--- config.mk ---
export PLATFORM = sky130hd
export DESIGN_NAME = audio_playout_admission
export DESIGN_NICKNAME = d
export VERILOG_FILES = /design/src/rtl/apa_pkg.sv /design/src/rtl/apa_ctrl.sv /design/src/rtl/apa_dp.sv /design/src/rtl/audio_playout_admission.sv
export SDC_FILE = /design/constraint.sdc
export NUM_CORES = 1
export LEC_CHECK = 0
export ABC_CLOCK_PERIOD_IN_PS = 4500
export BUFFER_PORTS_ARGS = -buffer_cell sky130_fd_sc_hd__buf_2
export CELL_PAD_IN_SITES_DETAIL_PLACEMENT = 1
export CELL_PAD_IN_SITES_GLOBAL_PLACEMENT = 2
export CORE_ASPECT_RATIO = 1.75
export CORE_MARGIN = 2
export CORE_UTILIZATION = 42
export DETAILED_ROUTE_END_ITERATION = 16
export GPL_TIMING_DRIVEN = 0
export PLACE_DENSITY = 0.86
export RECOVER_POWER = 100
export SYNTH_ARGS = -nofsm -noshare
export SYNTH_HDL_FRONTEND = slang
export SYNTH_HIERARCHICAL = 1
export SYNTH_SLANG_ARGS = --single-unit
--- constraint.sdc ---
create_clock -name clk_i -period 4.5 [get_ports clk_i]
set_input_delay 0.225 -clock clk_i [delete_from_list [all_inputs] [get_ports clk_i]]
set_output_delay 0.225 -clock clk_i [all_outputs]
set_load 0.02 [all_outputs]
--- src/rtl/apa_pkg.sv ---
// Shared types and constants for the audio playout admission block.
// Used by the controller, the datapath and the top level; depends on nothing.
`default_nettype none

package apa_pkg;

  // Result kinds carried on the kind output.
  localparam logic [1:0] KIND_QUEUED  = 2'd0;
  localparam logic [1:0] KIND_DROPPED = 2'd1;
  localparam logic [1:0] KIND_TRIMMED = 2'd2;
  localparam logic [1:0] KIND_FREED   = 2'd3;

  // Input commands.
  localparam logic CMD_PACKET = 1'b0;
  localparam logic CMD_DONE   = 1'b1;

  // Configuration register indexes.
  localparam logic [1:0] REG_MAX_QUEUED  = 2'd0;
  localparam logic [1:0] REG_PREBUFFER   = 2'd1;
  localparam logic [1:0] REG_MAX_CONCEAL = 2'd2;

  // Reset values.
  localparam logic [4:0]  RST_MAX_QUEUED   = 5'd12;
  localparam logic [4:0]  RST_PREBUFFER    = 5'd3;
  localparam logic [2:0]  RST_MAX_CONCEAL  = 3'd3;
  localparam logic [9:0]  RST_FRAME_SAMPLES = 10'd480;

  // Sequence gaps above this distance count as late packets.
  localparam logic [15:0] LATE_LIMIT = 16'h8000;
  localparam logic [15:0] COUNT_SAT  = 16'hFFFF;

  typedef enum logic {
    ST_IDLE,
    ST_EMIT
  } ctrl_state_e;

  // Controller to datapath.
  typedef struct packed {
    logic load;   // capture the input beat
    logic emit;   // produce one result and update state
  } apa_cmd_t;

  // Datapath to controller.
  typedef struct packed {
    logic out_free;    // output register can take a result this cycle
    logic final_beat;  // the next result is the last one for this item
  } apa_sts_t;

endpackage

`default_nettype wire

--- src/rtl/apa_ctrl.sv ---
// Sequencer for the playout admission block: accepts an item, then steps
// through its results one by one. Depends on apa_pkg.
`default_nettype none

module apa_ctrl (
  input  wire               clk_i,
  input  wire               rst_ni,
  input  wire               in_valid_i,
  output logic              in_stall_o,
  input  apa_pkg::apa_sts_t sts_i,
  output apa_pkg::apa_cmd_t cmd_o
);
  import apa_pkg::*;

  ctrl_state_e state_q, state_d;

  always_ff @(posedge clk_i or negedge rst_ni) begin
    if (!rst_ni) begin
      state_q <= ST_IDLE;
    end else begin
      state_q <= state_d;
    end
  end

  always_comb begin
    state_d     = state_q;
    cmd_o.load  = 1'b0;
    cmd_o.emit  = 1'b0;
    in_stall_o  = 1'b1;
    case (state_q)
      ST_IDLE: begin
        in_stall_o = 1'b0;
        if (in_valid_i) begin
          cmd_o.load = 1'b1;
          state_d    = ST_EMIT;
        end
      end
      ST_EMIT: begin
        if (sts_i.out_free) begin
          cmd_o.emit = 1'b1;
          if (sts_i.final_beat) begin
            state_d = ST_IDLE;
          end
        end
      end
      default: begin
        state_d = ST_IDLE;
      end
    endcase
  end

endmodule

`default_nettype wire

--- src/rtl/apa_dp.sv ---
// Datapath of the playout admission block: configuration registers, ring
// state, the captured item and the output register. Depends on apa_pkg.
`default_nettype none

module apa_dp #(
  parameter int RING_SLOTS = 24,
  parameter int MAX_FRAME  = 960
) (
  input  wire               clk_i,
  input  wire               rst_ni,
  input  apa_pkg::apa_cmd_t cmd_i,
  output apa_pkg::apa_sts_t sts_o,
  input  wire               cfg_valid_i,
  input  wire [1:0]         cfg_index_i,
  input  wire [4:0]         cfg_data_i,
  input  wire               cmd_in_i,
  input  wire [15:0]        sequence_req_i,
  input  wire [9:0]         frame_samples_i,
  output logic              out_valid_o,
  input  wire               out_stall_i,
  output logic [1:0]        kind_o,
  output logic [4:0]        slot_o,
  output logic [9:0]        samples_o,
  output logic              is_concealment_o,
  output logic              paused_o,
  output logic [4:0]        queued_now_o,
  output logic [15:0]       concealed_total_o,
  output logic              last_o
);
  import apa_pkg::*;

  localparam int SlotW = (RING_SLOTS > 1) ? $clog2(RING_SLOTS) : 1;
  localparam int CntW  = $clog2(RING_SLOTS + 1);
  localparam int CmpW  = (CntW > 5) ? CntW : 5;
  localparam int FrmW  = 12;

  // Configuration.
  logic [4:0] max_queued_q;
  logic [4:0] prebuffer_q;
  logic [2:0] max_conceal_q;

  // Admission state.
  logic             have_seq_q, have_seq_d;
  logic [15:0]      prev_seq_q, prev_seq_d;
  logic [CntW-1:0]  in_flight_q, in_flight_d;
  logic [SlotW-1:0] next_slot_q, next_slot_d;
  logic             prebuf_q, prebuf_d;
  logic [9:0]       prev_fs_q, prev_fs_d;
  logic [15:0]      conceal_cnt_q, conceal_cnt_d;

  // Captured item.
  logic        item_cmd_q;
  logic        item_drop_q;
  logic [2:0]  item_cnt_q, item_cnt_d;
  logic [15:0] item_seq_q;
  logic [9:0]  item_fs_q;

  // Output register.
  logic        out_valid_q;
  logic [1:0]  res_kind;
  logic [4:0]  res_slot;
  logic [9:0]  res_samples;
  logic        res_conc;
  logic        res_last;

  // Decisions made while capturing the item.
  logic [15:0] gap_m1;
  logic        ld_drop;
  logic [2:0]  ld_cnt;
  logic [9:0]  ld_fs;

  always_comb begin
    gap_m1  = sequence_req_i - prev_seq_q - 16'd1;
    ld_drop = have_seq_q &&
              ((sequence_req_i == prev_seq_q) || (gap_m1 >= LATE_LIMIT));
    if (!have_seq_q) begin
      ld_cnt = 3'd0;
    end else if (gap_m1 > {13'd0, max_conceal_q}) begin
      ld_cnt = max_conceal_q;
    end else begin
      ld_cnt = gap_m1[2:0];
    end
    if (FrmW'(frame_samples_i) > FrmW'(MAX_FRAME)) begin
      ld_fs = 10'(MAX_FRAME);
    end else begin
      ld_fs = frame_samples_i;
    end
  end

  // One result per emit step.
  logic            frame_conc;
  logic            is_frame;
  logic [9:0]      adm_samples;
  logic            adm_pb;
  logic            adm_trim;
  logic [CntW-1:0] adm_inc;

  always_comb begin
    frame_conc  = !item_cmd_q && !item_drop_q && (item_cnt_q != 3'd0);
    is_frame    = !item_cmd_q && !item_drop_q;
    adm_samples = frame_conc ? prev_fs_q : item_fs_q;
    adm_pb      = prebuf_q || (in_flight_q == '0);
    adm_trim    = (adm_samples == 10'd0) ||
                  (CmpW'(in_flight_q) >= CmpW'(max_queued_q)) ||
                  (in_flight_q >= CntW'(RING_SLOTS));
    adm_inc     = in_flight_q + CntW'(1);

    sts_o.out_free   = !out_valid_q || !out_stall_i;
    sts_o.final_beat = !frame_conc;

    have_seq_d    = have_seq_q;
    prev_seq_d    = prev_seq_q;
    in_flight_d   = in_flight_q;
    next_slot_d   = next_slot_q;
    prebuf_d      = prebuf_q;
    prev_fs_d     = prev_fs_q;
    conceal_cnt_d = conceal_cnt_q;
    item_cnt_d    = item_cnt_q;
    res_kind      = KIND_DROPPED;
    res_slot      = 5'd0;
    res_samples   = 10'd0;
    res_conc      = 1'b0;
    res_last      = !frame_conc;

    if (item_cmd_q == CMD_DONE) begin
      res_kind = KIND_FREED;
      if (in_flight_q != '0) begin
        in_flight_d = in_flight_q - CntW'(1);
      end
    end else if (is_frame) begin
      res_samples = adm_samples;
      res_conc    = frame_conc;
      prebuf_d    = adm_pb;
      if (frame_conc) begin
        item_cnt_d = item_cnt_q - 3'd1;
      end else begin
        have_seq_d = 1'b1;
        prev_seq_d = item_seq_q;
      end
      if (adm_trim) begin
        res_kind = KIND_TRIMMED;
      end else begin
        res_kind    = KIND_QUEUED;
        res_slot    = 5'(next_slot_q);
        in_flight_d = adm_inc;
        if (next_slot_q == SlotW'(RING_SLOTS - 1)) begin
          next_slot_d = '0;
        end else begin
          next_slot_d = next_slot_q + SlotW'(1);
        end
        if (adm_pb && (CmpW'(adm_inc) >= CmpW'(prebuffer_q))) begin
          prebuf_d = 1'b0;
        end
        if (frame_conc) begin
          if (conceal_cnt_q != COUNT_SAT) begin
            conceal_cnt_d = conceal_cnt_q + 16'd1;
          end
        end else begin
          prev_fs_d = adm_samples;
        end
      end
    end
  end

  always_ff @(posedge clk_i or negedge rst_ni) begin
    if (!rst_ni) begin
      max_queued_q  <= RST_MAX_QUEUED;
      prebuffer_q   <= RST_PREBUFFER;
      max_conceal_q <= RST_MAX_CONCEAL;
    end else if (cfg_valid_i) begin
      case (cfg_index_i)
        REG_MAX_QUEUED:  max_queued_q  <= cfg_data_i;
        REG_PREBUFFER:   prebuffer_q   <= cfg_data_i;
        REG_MAX_CONCEAL: max_conceal_q <= cfg_data_i[2:0];
        default: begin
        end
      endcase
    end
  end

  always_ff @(posedge clk_i or negedge rst_ni) begin
    if (!rst_ni) begin
      have_seq_q    <= 1'b0;
      prev_seq_q    <= 16'd0;
      in_flight_q   <= '0;
      next_slot_q   <= '0;
      prebuf_q      <= 1'b1;
      prev_fs_q     <= RST_FRAME_SAMPLES;
      conceal_cnt_q <= 16'd0;
      out_valid_q   <= 1'b0;
    end else begin
      if (cmd_i.emit) begin
        have_seq_q    <= have_seq_d;
        prev_seq_q    <= prev_seq_d;
        in_flight_q   <= in_flight_d;
        next_slot_q   <= next_slot_d;
        prebuf_q      <= prebuf_d;
        prev_fs_q     <= prev_fs_d;
        conceal_cnt_q <= conceal_cnt_d;
      end
      out_valid_q <= cmd_i.emit || (out_valid_q && out_stall_i);
    end
  end

  // Item capture and result payload need no reset.
  always_ff @(posedge clk_i) begin
    if (cmd_i.load) begin
      item_cmd_q  <= cmd_in_i;
      item_drop_q <= ld_drop;
      item_cnt_q  <= ld_cnt;
      item_seq_q  <= sequence_req_i;
      item_fs_q   <= ld_fs;
    end else if (cmd_i.emit) begin
      item_cnt_q <= item_cnt_d;
    end
    if (cmd_i.emit) begin
      kind_o            <= res_kind;
      slot_o            <= res_slot;
      samples_o         <= res_samples;
      is_concealment_o  <= res_conc;
      paused_o          <= prebuf_d;
      queued_now_o      <= 5'(in_flight_d);
      concealed_total_o <= conceal_cnt_d;
      last_o            <= res_last;
    end
  end

  assign out_valid_o = out_valid_q;

endmodule

`default_nettype wire

--- src/rtl/audio_playout_admission.sv ---
// Top level of the audio playout admission block.
// Instantiates apa_ctrl and apa_dp; types and constants come from apa_pkg.
`default_nettype none

// Audio playout admission decides which audio frames enter a playout ring
// of RING_SLOTS buffers. A packet beat (cmd 0) carries a sequence number and
// a frame length; a buffer-done beat (cmd 1) frees one queued frame and
// yields one kind 3 result. A packet whose sequence gap is zero or beyond
// half the sequence space is dropped with one kind 1 result. Otherwise up to
// max_conceal concealment frames, each as long as the last queued packet
// frame, come first, then the packet's own frame; every frame is either
// queued into the next ring slot (kind 0) or trimmed (kind 2) when the queue
// is at max_queued, the ring is full or the frame has zero samples. Playback
// is flagged paused on underrun and resumes once prebuffer_frames frames are
// queued. Each item gives one to eight results and the last one carries
// last_o. The sequencer takes an item, then emits one result per cycle into
// the output register while the output side does not stall. The next item
// can be accepted while the final result still waits in the output register.
// Configuration writes are always ready and must be issued only while the
// block is idle.

module audio_playout_admission #(
  parameter int RING_SLOTS = 24,
  parameter int MAX_FRAME  = 960
) (
  input  wire         clk_i,
  input  wire         rst_ni,
  // Configuration write port.
  input  wire         cfg_valid_i,
  output logic        cfg_ready_o,
  input  wire  [1:0]  cfg_index_i,
  input  wire  [4:0]  cfg_data_i,
  // Input beats.
  input  wire         in_valid_i,
  output logic        in_stall_o,
  input  wire         cmd_i,
  input  wire  [15:0] sequence_req_i,
  input  wire  [9:0]  frame_samples_i,
  // Result beats.
  output logic        out_valid_o,
  input  wire         out_stall_i,
  output logic [1:0]  kind_o,
  output logic [4:0]  slot_o,
  output logic [9:0]  samples_o,
  output logic        is_concealment_o,
  output logic        paused_o,
  output logic [4:0]  queued_now_o,
  output logic [15:0] concealed_total_o,
  output logic        last_o
);
  import apa_pkg::*;

  apa_cmd_t ctl_cmd;
  apa_sts_t dp_sts;

  // Registers are plain flops, so the port never waits.
  assign cfg_ready_o = 1'b1;

  apa_ctrl u_ctrl (
    .clk_i      (clk_i),
    .rst_ni     (rst_ni),
    .in_valid_i (in_valid_i),
    .in_stall_o (in_stall_o),
    .sts_i      (dp_sts),
    .cmd_o      (ctl_cmd)
  );

  apa_dp #(
    .RING_SLOTS (RING_SLOTS),
    .MAX_FRAME  (MAX_FRAME)
  ) u_dp (
    .clk_i             (clk_i),
    .rst_ni            (rst_ni),
    .cmd_i             (ctl_cmd),
    .sts_o             (dp_sts),
    .cfg_valid_i       (cfg_valid_i),
    .cfg_index_i       (cfg_index_i),
    .cfg_data_i        (cfg_data_i),
    .cmd_in_i          (cmd_i),
    .sequence_req_i    (sequence_req_i),
    .frame_samples_i   (frame_samples_i),
    .out_valid_o       (out_valid_o),
    .out_stall_i       (out_stall_i),
    .kind_o            (kind_o),
    .slot_o            (slot_o),
    .samples_o         (samples_o),
    .is_concealment_o  (is_concealment_o),
    .paused_o          (paused_o),
    .queued_now_o      (queued_now_o),
    .concealed_total_o (concealed_total_o),
    .last_o            (last_o)
  );

endmodule

`default_nettype wire

Yosys cells after proc, flatten, opt, wreduce, memory -nomap -nowiden
Index checks and enable logic that the tools add are counted.
{ "word_totals": {"ff_bits": 141, "inputBits": 39, "output_inout_bits": 44, "word_cells": 115} }
{ "classes": {"n_addsub": 7, "n_lt_le_gt_ge": 6, "n_eq_ne": 6, "n_mux": 32, "bitwise": 5, "n_reduce_logical": 33} }
{ "ops": {"columns": ["cell", "count"], "rows": [
  ["2-to-1 mux 16 bit", 5],
  ["2-to-1 mux 5 bit", 5],
  ["2-to-1 mux 3 bit", 7],
  ["adder 16 x 1 -> 16 bit (second input constant)", 1],
  ["equality test 16 bit", 1],
  [">= comparator 16 bit (second input constant)", 1],
  ["> comparator 16 x 3 -> 1 bit", 1],
  ["inequality test 16 bit (second input constant)", 1],
  ["subtractor 16 x 1 -> 16 bit (second input constant)", 1],
  ["subtractor 16 bit", 1],
  ["AND reduction 4 bit", 3],
  ["2-to-1 mux 1 bit", 11],
  ["adder 5 x 1 -> 5 bit (second input constant)", 2],
  [">= comparator 5 bit", 2],
  ["> comparator 10 bit (second input constant)", 1],
  ["logical NOT 10 bit", 1],
  ["2-to-1 mux 10 bit", 1],
  ["logical OR 1 bit", 6],
  ["AND reduction 2 bit", 3],
  ["nonzero test 2 bit", 3],
  ["equality test 5 bit (second input constant)", 1],
  [">= comparator 5 bit (second input constant)", 1],
  ["logical AND 1 bit", 5],
  ["logical NOT 1 bit", 5],
  ["other kinds (15)", 20]
]} }

Longest topological paths before layout
Gate-level depths: netlist of the first run.
{ "logic_depth": {"depth_word": 10, "ltp_mapped": 14} }

Cells and area by module
The synthesis of the first run kept the hierarchy.
{ "modules_own_cells": {"columns": ["mod", "n_inst", "cells_per_inst", "area_per_inst_um2"], "rows": [
  ["apa_dp", 1, 637, 7151.9],
  ["apa_ctrl", 1, 5, 55.1],
  ["audio_playout_admission", 1, 2, 11.3]
]} }

Least setup slack after synthesis of the first run
No wires, ideal clock.
{ "synth_timing": {"kind": "reg2reg", "from": "register u_dp.prev_seq_q[0]", "to": "register u_dp.item_cnt_q[1] (data pin)", "setup_ns": 0.275, "t_arrival_ns": 2.593, "t_required_ns": 4.225, "path_slack_ns": 1.632, "stages_incl_launch_ff": 15, "n_path_buf": 0, "cell_sequence": "dfrtp_1 > inv_1 > ha_1 > inv_1 > fa_1 > inv_1 > ha_1 > nor2b_1 > o21ai_0 > a32oi_1 > nor4_1 > o2111a_1 > nand4_2 > o2111ai_1 > o221ai_1"} }
{ "synth_via": {"elab_chain_cells": 6} }
{ "synth_rtl": {"columns": ["element", "line_no", "source"], "rows": [
  ["start, declared", "apa_dp.sv:44", "logic [15:0] prev_seq_q, prev_seq_d;"],
  ["start signal, assigned", "apa_dp.sv:194", "prev_seq_q <= prev_seq_d;"],
  ["subtractor 16 bit *", "apa_dp.sv:73", "gap_m1 = sequence_req_i - prev_seq_q - 16'd1;"],
  ["subtractor 16 x 1 -> 16 bit *", "apa_dp.sv:73", null],
  ["> comparator 16 x 3 -> 1 bit", "apa_dp.sv:78", "end else if (gap_m1 > {13'd0, max_conceal_q}) begin"],
  ["2-to-1 mux 3 bit *", "apa_dp.sv:78", null],
  ["2-to-1 mux 3 bit *", "apa_dp.sv:76", "if (!have_seq_q) begin"],
  ["2-to-1 mux 3 bit *", "apa_dp.sv:207", "if (cmd_i.load) begin"],
  ["end signal, assigned", "apa_dp.sv:210", "item_cnt_q <= ld_cnt;"],
  ["end signal, assigned", "apa_dp.sv:214", "item_cnt_q <= item_cnt_d;"],
  ["end, declared", "apa_dp.sv:54", "logic [2:0] item_cnt_q, item_cnt_d;"]
]} }
Mark *: on every way between the ends. The rest lies on a longest branch, timed or not.
A chain may end at the register's enable or synchronous reset.

Final worst setup path of the first run
{ "layout_timing": {"from": "register u_dp.item_cmd_q", "to": "register u_dp.concealed_total_o[15] (data pin)"} }
{ "layout_via": {"elab_chain_cells": 10, "word_cells_on_any_way": 11, "cone_classes": "mux (5); reduce/logical (6)"} }
{ "layout_rtl": {"columns": ["element", "line_no", "source"], "rows": [
  ["start, declared", "apa_dp.sv:52", "logic item_cmd_q;"],
  ["start signal, assigned", "apa_dp.sv:208", "item_cmd_q <= cmd_in_i;"],
  ["logical NOT 1 bit", "apa_dp.sv:99, apa_dp.sv:100", null],
  ["logical AND 1 bit", "apa_dp.sv:99, apa_dp.sv:100", null],
  ["logical AND 1 bit", "apa_dp.sv:99", "frame_conc = !item_cmd_q && !item_drop_q && (item_cnt_q != 3'd0);"],
  ["2-to-1 mux 10 bit", "apa_dp.sv:101", "adm_samples = frame_conc ? prev_fs_q : item_fs_q;"],
  ["logical NOT 10 bit", "apa_dp.sv:103", "adm_trim = (adm_samples == 10'd0) ||"],
  ["logical OR 1 bit", "apa_dp.sv:103", null],
  ["logical OR 1 bit", "apa_dp.sv:104", "(CmpW'(in_flight_q) >= CmpW'(max_queued_q)) ||"],
  ["2-to-1 mux 16 bit", "apa_dp.sv:140", "if (adm_trim) begin"],
  ["2-to-1 mux 16 bit", "apa_dp.sv:130", "end else if (is_frame) begin"],
  ["2-to-1 mux 16 bit *", "apa_dp.sv:125", "if (item_cmd_q == CMD_DONE) begin"],
  ["via u_dp.conceal_cnt_d[15]", "apa_dp.sv:49", "logic [15:0] conceal_cnt_q, conceal_cnt_d;"],
  ["end signal, assigned", "apa_dp.sv:223", "concealed_total_o <= conceal_cnt_d;"],
  ["end, declared", "apa_dp.sv:27", "output logic [15:0] concealed_total_o,"]
]} }
The timed path passes the listed nets; every way through them passes the cells marked *.

==> results of run 1 <==
==> cell type report <==
type,count,share of cell area
buffer,25,0.01210
clock buffer,20,0.05087
clock inverter,12,0.02551
inverter,47,0.02055
multi-input combinational,431,0.3495
sequential,141,0.4546
tap,227,0.03309
timing repair buffer,93,0.05378
==> metal layers <==
layer	track usage	vias to the layer above	routed length, µm
met4	0.09211	0	527
met3	0.03387	30	433
li1	-	2530	-
met5	0	-	0
met2	0.4072	93	10510
met1	0.2018	2687	6469
==> state kept, by name, indices dropped and copies added, names as in the netlist, 10 cells and up <==
| name | flops |
|---|---|
| u_dp/conceal_cnt_q | 16 |
| u_dp/concealed_total_o | 16 |
| u_dp/prev_fs_q | 10 |
| u_dp/samples_o | 10 |
| u_dp/prev_seq_q | 16 |
| u_dp/item_seq_q | 16 |
| u_dp/item_fs_q | 10 |
==> logic make-up after synthesis <==
logic type,synth area share
muxes,0.06362
adders and majority gates,0.06344
xor gates and xnor gates,0.04490
and+or+nand+nor,0.1383
DFF,0.5406
AOI/OAI and AO/OA,0.1096
buffers and inverters,0.03900
other,0.0005195
==> how the worst min path moves through the flow <==
stage | start | to | slack, ps | cells past startpoint
after global placement | cmd_i | u_dp/item_cmd_q | 410 | 1
after global routing | sequence_req_i[0] | u_dp/item_seq_q[0] | 50 | 1
after CTS | sequence_req_i[14] | u_dp/item_seq_q[14] | 0.9 | 1
after floorplan | rst_ni | u_ctrl/state_q | -70 | 0
after detailed placement | rst_ni | u_dp/next_slot_q[2] | 170 | 1
final | sequence_req_i[11] | u_dp/item_seq_q[11] | 40 | 1
==> Yosys cell counts, drive strengths merged, types with 3 or more instances <==
cell type and count:
nor2b 6, nor4 6, clkbuf 17, or2 4, a21o 9, nor2 40, mux2 31, o21ai 33
mux2i 11, dfstp 11, edfxtp 72, xor2 13, nand2 68, ha 35, nand2b 7, and2 13
buf 8, dfrtp 58, and3 6, xnor2 24, nor3 10, a22o 3, o2111ai 4, nand4 18
inv 47, a21oi 26, o311a 3, a211oi 3, o221ai 4, nand3 14
==> stage by stage <==
stage	total power, mW	hold slack [ps]
3_5_place_dp	4.519	173.4
6_report	6.013	42.85
4_1_cts	6.141	0.9484
5_1_grt	6.394	53.51
2_1_floorplan	3.778	-70.59
3_3_place_gp	4.380	406.7
==> where the power goes <==
part | total (mW) | internal [mW] | switching [mW]
clock | 1.56 | 1.04 | 0.528
combinational | 2.31 | 0.830 | 1.48
sequential | 2.14 | 1.90 | 0.240
total | 6.01 | 3.76 | 2.25
==> worst reg2reg max path, stage by stage (launching register included) <==
cell                       delay [ps]
sky130_fd_sc_hd__edfxtp_1         520
sky130_fd_sc_hd__nor2_1           330
sky130_fd_sc_hd__inv_1            170
sky130_fd_sc_hd__nor2_1           420
sky130_fd_sc_hd__o211ai_1         270
sky130_fd_sc_hd__a211oi_1         950
sky130_fd_sc_hd__buf_2            390
sky130_fd_sc_hd__nand4_1          170
sky130_fd_sc_hd__xor2_1           180
sky130_fd_sc_hd__nand2_1           70
==> results.md, run 1 <==
- The run finished, with violations left.
- The final reports fail on max-capacitance violations, max-slew violations.
- Across the VDD grid, the largest voltage drop is 0.2975 mV.
- The area of the die is 0.01829 mm².
- The routed layout has 5,340 vias.
- Timing analysis after detailed placement gives a worst setup slack of 1218 ps.
- In this run, distinct cell masters in the synthesized netlist total 75.
- The signal on the critical path passes through nor2_1 > inv_1 > nor2_1 > o211ai_1 > a211oi_1 > buf_2 > nand4_1 > xor2_1 > nand2_1.
- For this run, the total global-route usage over all layers was measured as 0.2071.
- The launch point of the worst path is u_dp/item_cmd_q.
- The depth of the CTS H-tree is 4.
- The number of pins exceeding their max-slew limit in the final report came to between 50 and 60.
- The number of fill cells is 1,900.
- Setup repair after global routing left no endpoint under its margin.
- In this run the cell area of the synthesized design comes to 0.007218 mm².
- The number of placed I/O pins is 83.
- At the pin with the least slew margin, the transition time is 1605 ps.
- The arrival time at the worst endpoint is a little under 4000 ps.
- In the final timing run, aggregate negative setup slack is 0 ps.
- The total length of routed wires is between 15 and 20 mm.
- In this run the number of cells on the critical path is 9.
- The share of the yosys chip area belonging to registers is 0.5406.
- The number of cell rows is 63.
- The maximum number of pins on one net before global-route repair is 46.
- Relative to the synthesized area, the layout overhead comes to 18.93%.
- The worst setup path is launched from a register.
- The minimum period implied by the final worst setup slack is 3717 ps.
- Buffers placed on the I/O ports in this run total 81.
- In this run the register-to-register setup slack is 780 ps.
- The max-slew headroom at the worst pin is -0.07028.
- The initial standard-cell utilization of the core is 0.4279.
- After the last flow step, the layout net total stands at 831.
- The critical path required time is 4660 ps.
- The proportion of layout cells with a drive suffix above 1 is 0.1287.
- The number of maximum-capacitance violations is 2.
- The placed standard-cell area is 0.007938 mm².
- Leaving out fill and tap cells, the most frequent cell in the layout is sky130_fd_sc_hd__clkbuf_1.
- On the final layout, the worst clock skew is roughly 15 ps.
- The count of nets left with antenna violations once routing finished came out at 0.
- The largest total area in the synthesized netlist belongs to sky130_fd_sc_hd__edfxtp_1.
- The total overflow left after global routing is 0.
- The longest clock path from root to sink contains 2 buffers.
- The highest-delay cell along the critical path is sky130_fd_sc_hd__a211oi_1.
- The top fanout value on the critical path is 10.
- Synthesis inferred 141 register bits.
- In the post-synthesis netlist, the biggest area contributors are sky130_fd_sc_hd__edfxtp_1 30%, sky130_fd_sc_hd__dfrtp_1 20%, sky130_fd_sc_hd__ha_1 6.1%, sky130_fd_sc_hd__mux2_2 4.7%, sky130_fd_sc_hd__dfstp_2 4.0%.
- The most used flip-flop cell after synthesis is sky130_fd_sc_hd__edfxtp_1.
- The average size of a mapped cell is 11.21 µm².
- The global placer's final weighted congestion is 0.8117.
- The count of cells in the finished layout, fillers not included, comes to 996.
- In this run the clock root is driven by a sky130_fd_sc_hd__clkbuf_16.
- In this run the static leakage power is 3.485 nW.
- The first-pass GRT wire length is roughly 29 mm.
- The floorplan step set the die width to between 100 and 150 µm.
- Once detailed placement completed, the half-perimeter wirelength came to 13.18 mm.
- For the worst flop-to-flop path, the logic depth is 9.
- Buffers added to address setup during post-CTS repair amount to 0.
- The cts-stage hold buffer count is 10.
- STA classifies the critical path endpoint as a register.
- Gates resized during post-CTS repair numbered 0.
- The number of CTS-inserted buffers is 17.
- The final count of hold timing violations came to 0.
- The DRC marker count from the first detailed-route iteration is 104.
- The height of the die is 177.4 µm.
- The clock net in this run drives a total of 141 sinks.
- Once layout is done, the placed cells without fillers occupy 0.008584 mm².
- The later pin in the worst-skew pair is clocked with a latency of 420 ps.
- The end point of the critical path is u_dp/concealed_total_o[15].
- The maximum clock rate is 269.0 MHz.
- In this design, the largest share of critical-path delay is due to compound AO/OA/AOI/OAI gates.
- The minimum setup slack in the final design is 782.6 ps.
- The number of antenna violations at the first check in global routing is 0.
- The endpoint of the worst register-to-register path is u_dp/concealed_total_o[15].
- The worst flop-to-flop path startpoint is u_dp/item_cmd_q.
- TritonCTS built the clock tree.
- The synthesized design contains a little over 70 enable-type register cells.
- The CTS clock-pin slew for the worst setup and hold paths is 60 ps.
- The share of synthesized area in the top cell type comes to 0.2995.
- Setup violations remaining at the end of the flow were counted as 0.
- The residual DRC count is 0.
- Together, buffers and inverters on the worst path number 2.
- The critical path is of the register to register type.
- The fraction of synthesis flops using an asynchronous set or reset pin is 0.4894.
- Across the whole layout, storage elements account for slightly below 0.004 mm².
- The utilization of the core after routing is 0.5089.
- The average vias per placed instance is 5.361.
- In the layout the commonest cells are 88 x sky130_fd_sc_hd__clkbuf_1, 72 x sky130_fd_sc_hd__edfxtp_1, 68 x sky130_fd_sc_hd__nand2_1.
- The final worst-path cycle share is 0.8261.
- The worst min-delay path category is input pin to register.
- The diode insertion count for antenna repair is 0.
- In the synthesized netlist, the number of instances is 644.
- Synthesis produced a netlist with a net count of 719.
- Yosys printed 6 warnings.
- The first-pass iteration count of the detailed router is 4.
- The multi-input combinational cells in the finished layout cover a total of 0.003000 mm².
- The detail-routed net length per standard cell is 18.01 µm.
- The core box area is 0.01687 mm².
- In this run the power density over the cells is 700.4 mW/mm².
- The cell seen most often among critical-path stages is sky130_fd_sc_hd__nor2_1.
- In this design, the stage delay of the slowest critical-path cell is 950 ps.
- The via count of the first global-routing pass is 5,797.
- The cell count after placement is 953.
Power figures use the tool's default switching activity.
==> run 2: changes to the inputs <==
--- a/config.mk
+++ b/config.mk
@@ -5,16 +5,17 @@
 export SDC_FILE = /design/constraint.sdc
 export NUM_CORES = 1
 export LEC_CHECK = 0
-export ABC_CLOCK_PERIOD_IN_PS = 4500
+export ABC_AREA = 1
+export ABC_CLOCK_PERIOD_IN_PS = 3000
 export BUFFER_PORTS_ARGS = -buffer_cell sky130_fd_sc_hd__buf_2
 export CELL_PAD_IN_SITES_DETAIL_PLACEMENT = 1
 export CELL_PAD_IN_SITES_GLOBAL_PLACEMENT = 2
 export CORE_ASPECT_RATIO = 1.75
 export CORE_MARGIN = 2
-export CORE_UTILIZATION = 42
+export CORE_UTILIZATION = 32
 export DETAILED_ROUTE_END_ITERATION = 16
 export GPL_TIMING_DRIVEN = 0
-export PLACE_DENSITY = 0.86
+export PLACE_DENSITY = 0.77
 export RECOVER_POWER = 100
 export SYNTH_ARGS = -nofsm -noshare
 export SYNTH_HDL_FRONTEND = slang
==> constraint.sdc (replaced) <==
create_clock -name clk_i -period 3 [get_ports clk_i]
set_input_delay 0.15 -clock clk_i [delete_from_list [all_inputs] [get_ports clk_i]]
set_output_delay 0.15 -clock clk_i [all_outputs]
set_load 0.02 [all_outputs]
==> run 2 against run 1 <==
  * The flow still finishes with violations (max-capacitance violations, max-slew violations)
  * Hold slack worse by 38 ps
  * Die area grew 39%
  * Critical path depth grew 8
  * Global-route usage shrank 2.4 points
  * Critical endpoint is now u_dp/item_cnt_q[0]
  * Sequential power grew 46%
  * Via count increased by 21%
==> results.md, run 2 <==
- The run finished, with violations left.
- The final reports fail on max-capacitance violations, max-slew violations.
- The vias after detailed routing is 6,437 (+21%).
- The post-route cell area was 0.009370 mm² (+9.2%).
- The maximum number of pins on one net before global-route repair came to 59 (+28%).
- The total leakage power is 4.225 nW (+21%).
- The total length of routed wires is 21.89 mm (+22%).
- The count of antenna-violating nets left after detailed routing is 0 (unchanged).
- The number of CTS-inserted buffers came to 17 (unchanged).
- The number of buffers on the longest clock path is 2 (unchanged).
- The top fanout value on the critical path is 4 (-6).
- The area growth from synthesis to layout is 21.50%.
- The insertion delay to the later sink of the worst-skew pair came to 440 ps (+20 ps).
- The part of the total power dissipated in sequential elements came to 0.331 (-0.024).
- The placed standard-cell area came to 0.008553 mm² (+7.8%).
- The CTS clock-pin slew for the worst setup and hold paths is 60 ps (about the same).
- Static timing analysis puts the maximum clock frequency at 354.4 MHz.
- The transition time at the pin with the least slew margin is 1617 ps (+11.71 ps).
- The arrival time at the worst endpoint is 3020 ps (-860 ps).
- The total internal power is 5.543 mW (+47%).
- The half-perimeter wire length after placement is 16.81 mm (+27%).
- The number of pins exceeding their max-slew limit in the final report is 59 (+7.3%).
- The overall global routing resource usage is 0.1828 (-0.02427).
- The depth of the CTS H-tree is 4 (unchanged).
- The worst clock skew is 6.720 ps (-8.067 ps).
- The number of antenna violations at the first check in global routing is 0 (unchanged).
- The number of distinct standard cells referenced by the synthesized netlist is 41 (-45%).
- By area, the combinational part of the netlist is dominated by simple AND/OR/NAND/NOR gates.
- The residual DRC count was 0 (unchanged).
- TritonCTS built the clock tree.
- The multiplexer share of the synthesized area came to 0.001460 (-0.06216).
- Dividing the final minimum period by the clock period gives 0.9406.
- The clock share of power is 0.243 (-0.017).
- The first-pass iteration count of the detailed router is 4 (unchanged).
- The most common flop cell mapped by yosys is sky130_fd_sc_hd__edfxtp_1.
- The area fraction of the dominant cell type after synthesis is 0.2803 (-0.01919).
- The area of the die is 0.02541 mm² (+39%).
- The kind of launch point of the worst setup path is an input pin.
- The core box area is 0.02384 mm² (+41%).
- The library cells used most frequently in the layout, excluding fill and tap cells, are 256 x sky130_fd_sc_hd__nand2_1, 145 x sky130_fd_sc_hd__inv_1, 98 x sky130_fd_sc_hd__o21ai_0.
- The xor-xnor portion of the synthesized cell area is 0.02498 (-0.01991).
- The number of placed I/O pins is 83 (unchanged).
- The number of port buffers is 81 (unchanged).
- sky130_fd_sc_hd__nand2_1 is the most common cell in the netlist.
- The setup slack after placement is -160.3 ps (-1379 ps).
- The number of clock sinks seen by CTS was 141 (unchanged).
- The net switching component of the power is 3.908 mW (+74%).
- The via count of the first global-routing pass was 6,908 (+19%).
- The proportion of layout cells with a drive suffix above 1 is 0.08569 (-0.04305).
- The floorplan die width is 121.4 µm (+18%).
- The minimum setup slack in the final design is 178.3 ps (-604.3 ps).
- The count of flip-flops with a built-in enable after synthesis is 72 (unchanged).
- By count the netlist is led by 255 x sky130_fd_sc_hd__nand2_1, 148 x sky130_fd_sc_hd__inv_1, 73 x sky130_fd_sc_hd__o21ai_0.
- The final global-route overflow total is 0 (unchanged).
- The max-slew headroom at the worst pin is -0.07808 (-0.007804).
- The buffer type at the clock tree root is sky130_fd_sc_hd__clkbuf_16.
- The total power divided by cell area came to 1009 mW/mm² (+44%).
- The initial standard-cell utilization of the core is 0.3236 (-0.1043).
- The most common library cell in the layout ignoring fill and taps is sky130_fd_sc_hd__nand2_1.
- The height of the die is 209.4 µm (+18%).
- The fraction of synthesis flops using an asynchronous set or reset pin was 0.4894 (unchanged).
- The number of standard cells after synthesis came to 919 (+43%).
- STA classifies the critical path endpoint as a register.
- Yosys attributes the largest share of cell area to sky130_fd_sc_hd__edfxtp_1 28%, sky130_fd_sc_hd__dfrtp_1 19%, sky130_fd_sc_hd__nand2_1 12%, sky130_fd_sc_hd__inv_1 7.2%, sky130_fd_sc_hd__ha_1 5.7%.
- The cell type with the largest total area after synthesis is sky130_fd_sc_hd__edfxtp_1.
- The number of fill cells was 2,940 (+55%).
- The DRC marker count from the first detailed-route iteration is 220 (+110%).
- The tightest min-delay check is of the input pin to register type.
- The combinational share of power was 0.426 (+0.042).
- The switching share of power is 0.4135 (+0.03956).
- The detail-routed net length per standard cell was 15.97 µm (-11%).
- The maximum resistive drop on vdd is 0.4937 mV (+66%).
- The post-synthesis instance area came to 0.007712 mm² (+6.8%).
- The average size of a mapped cell was 8.392 µm² (-25%).
- The total design power is 9.451 mW (+57%).
- The number of nets at the end of the flow is 1,124 (+35%).
- The average vias per placed instance is 4.699 (-12%).
- The compound-gate portion of the synthesized area is 0.09199 (-0.01757).
- The number of cell rows is 75 (+19%).
- The number of maximum-capacitance violations is 1 (-1).
- The minimum period implied by the final worst setup slack is 2822 ps.
- The worst setup path category is input pin to register.
- The diode insertion count for antenna repair is 0 (unchanged).
- The number of setup violations in the final report is 0 (unchanged).
- The critical path required time is 3200 ps (-1460 ps).
- The simple-gate portion of the synthesized area is 0.2260 (+0.08766).
- The synthesized netlist net count was 994 (+38%).
- The final count of hold timing violations is 0 (unchanged).
- The setup TNS is 0 ps (unchanged).
- The share of the yosys chip area belonging to registers is 0.5060 (-0.03465).
- The global placer's final weighted congestion came to 0.8260 (+1.8%).
- The first-pass GRT wire length came to 34.85 mm (+21%).
- The fraction of the mapped netlist area in adder cells is 0.05938 (-0.004066).
- The number of synthesized register bits came to 141 (unchanged).
- The count of warnings emitted by yosys is 6 (unchanged).
==> run 2: cell types whose count changed after synthesis, moves of 22 or more <==
cell	previous run	this run
sky130_fd_sc_hd__nand2_1	68	255
sky130_fd_sc_hd__o21ai_0	33	73
sky130_fd_sc_hd__xnor2_1	24	2
sky130_fd_sc_hd__nand3_1	14	62
sky130_fd_sc_hd__inv_1	46	148
sky130_fd_sc_hd__mux2_2	30	1
sky130_fd_sc_hd__o21ai_1	0	29
==> run 2: kinds of logic (layout without fill, tap and decap cells) <==
group	after synthesis	after routing
AOI/OAI and AO/OA	131	131
xor gates and xnor gates	22	22
adders and majority gates	36	36
buffers and inverters	174	317
DFF	141	141
muxes	1	1
other	1	1
and+or+nand+nor	413	413
==> run 2: metal layers <==
layer,GRT usage,wire (µm),vias up
met4,0.08165,659,0
met1,0.1635,7501,3112
met5,0,0,-
li1,-,-,3218
met2,0.3795,13230,74
met3,0.03098,497,33
==> run 2: final cells by class <==
| class | count | area, µm² | area share |
|---|---|---|---|
| tap | 308 | 385.4 | 0.04113 |
| buffer | 25 | 125.1 | 0.01335 |
| clock inverter | 13 | 196.4 | 0.02096 |
| timing repair buffer | 111 | 620.6 | 0.06623 |
| clock buffer | 19 | 432.9 | 0.04620 |
| sequential | 141 | 3902 | 0.4165 |
| inverter | 149 | 561.8 | 0.05995 |
| multi-input combinational | 604 | 3146 | 0.3357 |
==> run 2: power groups by stage <==
stage | sequential, mW | clock [mW] | combinational (mW)
after floorplan | 3.41 | 0 | 2.56
after global placement | 3.16 | 0 | 4.05
after detailed placement | 3.16 | 0 | 4.17
after CTS | 3.14 | 2.36 | 4.23
after global routing | 3.20 | 2.42 | 4.59
final | 3.13 | 2.29 | 4.03
==> run 2: worst max-delay path, stage by stage <==
cell and delay (ps):
sky130_fd_sc_hd__dlygate4sd3_1 520, sky130_fd_sc_hd__clkbuf_1 180, sky130_fd_sc_hd__ha_4 180, sky130_fd_sc_hd__inv_1 50, sky130_fd_sc_hd__fa_2 370, sky130_fd_sc_hd__xnor2_2 160, sky130_fd_sc_hd__ha_1 330, sky130_fd_sc_hd__a21oi_1 150
sky130_fd_sc_hd__o21ai_0 100, sky130_fd_sc_hd__nand2_1 70, sky130_fd_sc_hd__nand3_1 90, sky130_fd_sc_hd__nor2_1 110, sky130_fd_sc_hd__nand3_1 130, sky130_fd_sc_hd__nor2_4 180, sky130_fd_sc_hd__nand3_1 110, sky130_fd_sc_hd__nand3_2 110
sky130_fd_sc_hd__nand2_1 50
==> run 2: path summary, 6_finish.rpt <==
kind,startpoint,end,slack (ps),cells past startpoint
max,sequence_req_i[0],u_dp/item_cnt_q[0],180,17
min,cfg_data_i[3],u_dp/max_queued_q[3],5,3
max reg2reg,u_dp/prev_seq_q[0],u_dp/item_cnt_q[0],190,16
min reg2reg,u_dp/item_seq_q[12],u_dp/prev_seq_q[12],460,2
max in group asynchronous,rst_ni,u_dp/prev_seq_q[11],650,3
min in group asynchronous,rst_ni,u_dp/prev_seq_q[2],310,2
==> run 2: metrics by stage <==
step,hold slack (ps),instances,util
floorplan,-145.6,919,-
global placement,351.0,1308,0.3567
detailed placement,32.32,1310,0.3588
CTS,1.012,1368,0.3968
global route,13.40,1370,0.3931
finish,4.510,1370,0.3931
==> run 2: repair_timing <==
action	in CTS	in global routing
buffers inserted	0	1
pin swaps	0	3
gates resized for setup	3	11
gates cloned	0	0
hold buffers	26	0
endpoints found under the setup margin	3	16
hold endpoints to repair	86	0
==> run 3: changes to the inputs <==
--- a/config.mk
+++ b/config.mk
@@ -16,7 +16,6 @@
 export DETAILED_ROUTE_END_ITERATION = 16
 export GPL_TIMING_DRIVEN = 0
 export PLACE_DENSITY = 0.77
-export RECOVER_POWER = 100
 export SYNTH_ARGS = -nofsm -noshare
 export SYNTH_HDL_FRONTEND = slang
 export SYNTH_HIERARCHICAL = 1
==> run 3 against run 2 <==
  * The flow now finishes without violations
  * Clock power about the same
  * Cell area up 1.6%
  * Register-to-register slack about the same
  * Fmax increased by 0.38%
  * Global-route usage did not move
  * Sequential share of layout area is 0.67 points lower
  * Worst setup slack gained 11 ps
  * Non-clock buffer count unchanged
  * Utilization is 0.65 points higher
  * Cell count stayed put
  * Sequential power about the same
  * Power grew 1.6%
  * Highest routed layer unchanged
==> results.md, run 3 (same netlist as run 2, synthesis figures left out) <==
- The vias after detailed routing is 6,456 (+0.30%).
- The insertion delay to the later sink of the worst-skew pair is 440 ps (about the same).
- The residual DRC count is 0 (unchanged).
- The total leakage power is 4.441 nW (+5.1%).
- The global placer's final weighted congestion is 0.8260 (unchanged).
- The number of placed I/O pins is 83 (unchanged).
- The number of buffers on the longest clock path was 2 (unchanged).
- The detail-routed net length per standard cell is 15.88 µm (-0.59%).
- The worst-case reg-to-reg path depth is 16 (unchanged).
- The final worst-path cycle share is 0.9370 (-0.003590).
- The height of the die is 209.4 µm (unchanged).
- The worst min-delay path category is input pin to register.
- The core box area is 0.02384 mm² (unchanged).
- The cell count of the worst hold path is 3 (unchanged).
- The CTS clock-pin slew for the worst setup and hold paths is 60 ps (about the same).
- The number of pins exceeding their max-slew limit in the final report came to 0 (-100%).
- The critical path required time is 3200 ps (about the same).
- The slack of the worst reg-to-reg path is 190 ps (about the same).
- The maximum clock rate was 355.8 MHz (+0.38%).
- The number of cell rows came to 75 (unchanged).
- The worst setup path is captured at a register.
- In this run the worst setup path begins at u_dp/prev_seq_q[0].
- The average vias per placed instance is 4.712 (+0.30%).
- The number of antenna violations at the first check in global routing is 0 (unchanged).
- The number of port buffers is 81 (unchanged).
- The number of setup violations in the final report is 0 (unchanged).
- The terminating pin of the worst hold path is u_dp/max_queued_q[2].
- The first-pass GRT wire length is 34.85 mm (unchanged).
- The proportion of layout cells with a drive suffix above 1 is 0.1573 (+0.07156).
- The count of antenna-violating nets left after detailed routing came to 0 (unchanged).
- Clock tree synthesis selected as its root buffer the cell sky130_fd_sc_hd__clkbuf_16.
- In the layout the commonest cells are 255 x sky130_fd_sc_hd__nand2_1, 145 x sky130_fd_sc_hd__inv_1, 82 x sky130_fd_sc_hd__buf_2.
- The overall global routing resource usage was 0.1828 (unchanged).
- The flow ran to the end, and the final reports show no timing, DRC or antenna violations.
- The maximum resistive drop on vdd is 0.4944 mV (+0.14%).
- The worst flop-to-flop path startpoint is u_dp/prev_seq_q[0].
- The arrival time at the worst endpoint is 3010 ps (about the same).
- The DRC marker count from the first detailed-route iteration was 208 (-5.5%).
- The kind of launch point of the worst setup path is a register.
- The area of the die is 0.02541 mm² (unchanged).
- The TritonCTS clock tree is yes.
- The number of maximum-capacitance violations was 0 (-1).
- The first-pass iteration count of the detailed router is 4 (unchanged).
- The via count of the first global-routing pass came to 6,908 (unchanged).
- The top fanout value on the critical path was 4 (unchanged).
- Leaving out fill and tap cells, the most frequent cell in the layout is sky130_fd_sc_hd__nand2_1.
- The maximum number of pins on one net before global-route repair is 59 (unchanged).
- The initial standard-cell utilization of the core is 0.3236 (unchanged).
- The floorplan die width is 121.4 µm (unchanged).
- The final global-route overflow total is 0 (unchanged).
- The number of CTS-inserted buffers is 17 (unchanged).
- The total length of routed wires is 21.76 mm (-0.59%).
- The diode insertion count for antenna repair is 0 (unchanged).
- The final count of hold timing violations came to 0 (unchanged).
- The worst hold path begins at cfg_data_i[2].
- The placed standard-cell area is 0.008553 mm² (unchanged).
- Compared with the post-synthesis result, the final layout area differs by 23.49%.
- The number of nets at the end of the flow was 1,124 (unchanged).
- The minimum period implied by the final worst setup slack is 2811 ps (-10.77 ps).
- The worst clock skew is 6.918 ps (+0.1976 ps).
- The post-route cell area was 0.009524 mm² (+1.6%).
- The half-perimeter wire length after placement was 16.81 mm (unchanged).
- The number of clock sinks seen by CTS is 141 (unchanged).
- The total power divided by cell area was 1008 mW/mm² (about the same).
- The max-slew headroom at the worst pin came to 0.5322 (+0.6103).
- The transition time at the pin with the least slew margin is 701.7 ps (-915.5 ps).
- The endpoint identified for the worst register-to-register timing path is u_dp/item_cnt_q[0].
- The depth of the CTS H-tree is 4 (unchanged).
- The worst setup path is of the register to register kind.
- The count of non-filler cells in the finished layout was 1,370 (unchanged).
- The cell count after placement is 1,310 (unchanged).
[run 3: worst max path at each step]
stage / to / slack [ps] / cells past startpoint
final: u_dp/item_cnt_q[0] / 190 / 16
after global routing: u_dp/item_cnt_q[0] / -7 / 16
after CTS: u_dp/item_cnt_q[0] / 10 / 16
after detailed placement: u_dp/item_cnt_q[0] / -160 / 17
after global placement: u_dp/prev_seq_q[6] / -550 / 7
after floorplan: u_dp/prev_fs_q[0] / 430 / 9
[run 3: final cells by class]
class / count / area [µm²]
Buffer: 25 / 131.4
Clock buffer: 19 / 432.9
Clock inverter: 13 / 196.4
Fill cell: 2910 / 14310
Inverter: 149 / 561.8
Multi-Input combinational cell: 604 / 3171
Sequential cell: 141 / 3902
Tap cell: 308 / 385.4
Timing Repair Buffer: 111 / 743.2
[run 3: routing by layer]
layer | vias up | track usage | part of all wire
li1 | 3226 | - | -
met1 | 3125 | 0.1635 | 0.34
met2 | 72 | 0.3795 | 0.61
met3 | 33 | 0.03098 | 0.021
met4 | 0 | 0.08165 | 0.030
met5 | - | 0 | 0
[run 3: stage by stage]
step                      utilization  hold WS [ps]  TNS, ps  setup slack, ps  power, mW
final                          0.3996         10.85        0            189.0      9.605
after global routing           0.3996         13.40   -6.514           -6.514      10.38
after CTS                      0.3968         1.012        0            12.50      9.721
after detailed placement       0.3588         32.32   -402.6           -160.3      7.334
after global placement         0.3567         351.0   -15510           -553.6      7.212
after floorplan                     -        -145.6        0            429.6      5.973
[run 3: where the power goes]
part / switching [mW] / total (mW) / internal (mW)
combinational: 2.83 / 4.19 / 1.36
clock: 0.829 / 2.29 / 1.46
sequential: 0.283 / 3.12 / 2.84
[run 3: what timing repair did]
item,in CTS,in global routing
setup endpoints to repair,3,16
endpoints found under the hold margin,86,0
pin swaps,0,3
gates resized for setup,3,11
hold buffers,26,0
setup buffers,0,1
[run 3: critical path, cell delays in order, from the launching register on]
cell and delay (ps):
sky130_fd_sc_hd__dfrtp_1 370, sky130_fd_sc_hd__inv_2 70, sky130_fd_sc_hd__ha_4 140, sky130_fd_sc_hd__inv_1 50, sky130_fd_sc_hd__fa_2 370, sky130_fd_sc_hd__xnor2_2 160
sky130_fd_sc_hd__ha_1 330, sky130_fd_sc_hd__a21oi_1 150, sky130_fd_sc_hd__o21ai_0 100, sky130_fd_sc_hd__nand2_1 70, sky130_fd_sc_hd__nand3_1 90, sky130_fd_sc_hd__nor2_1 110
sky130_fd_sc_hd__nand3_1 120, sky130_fd_sc_hd__nor2_4 180, sky130_fd_sc_hd__nand3_1 110, sky130_fd_sc_hd__nand3_2 110, sky130_fd_sc_hd__nand2_1 50
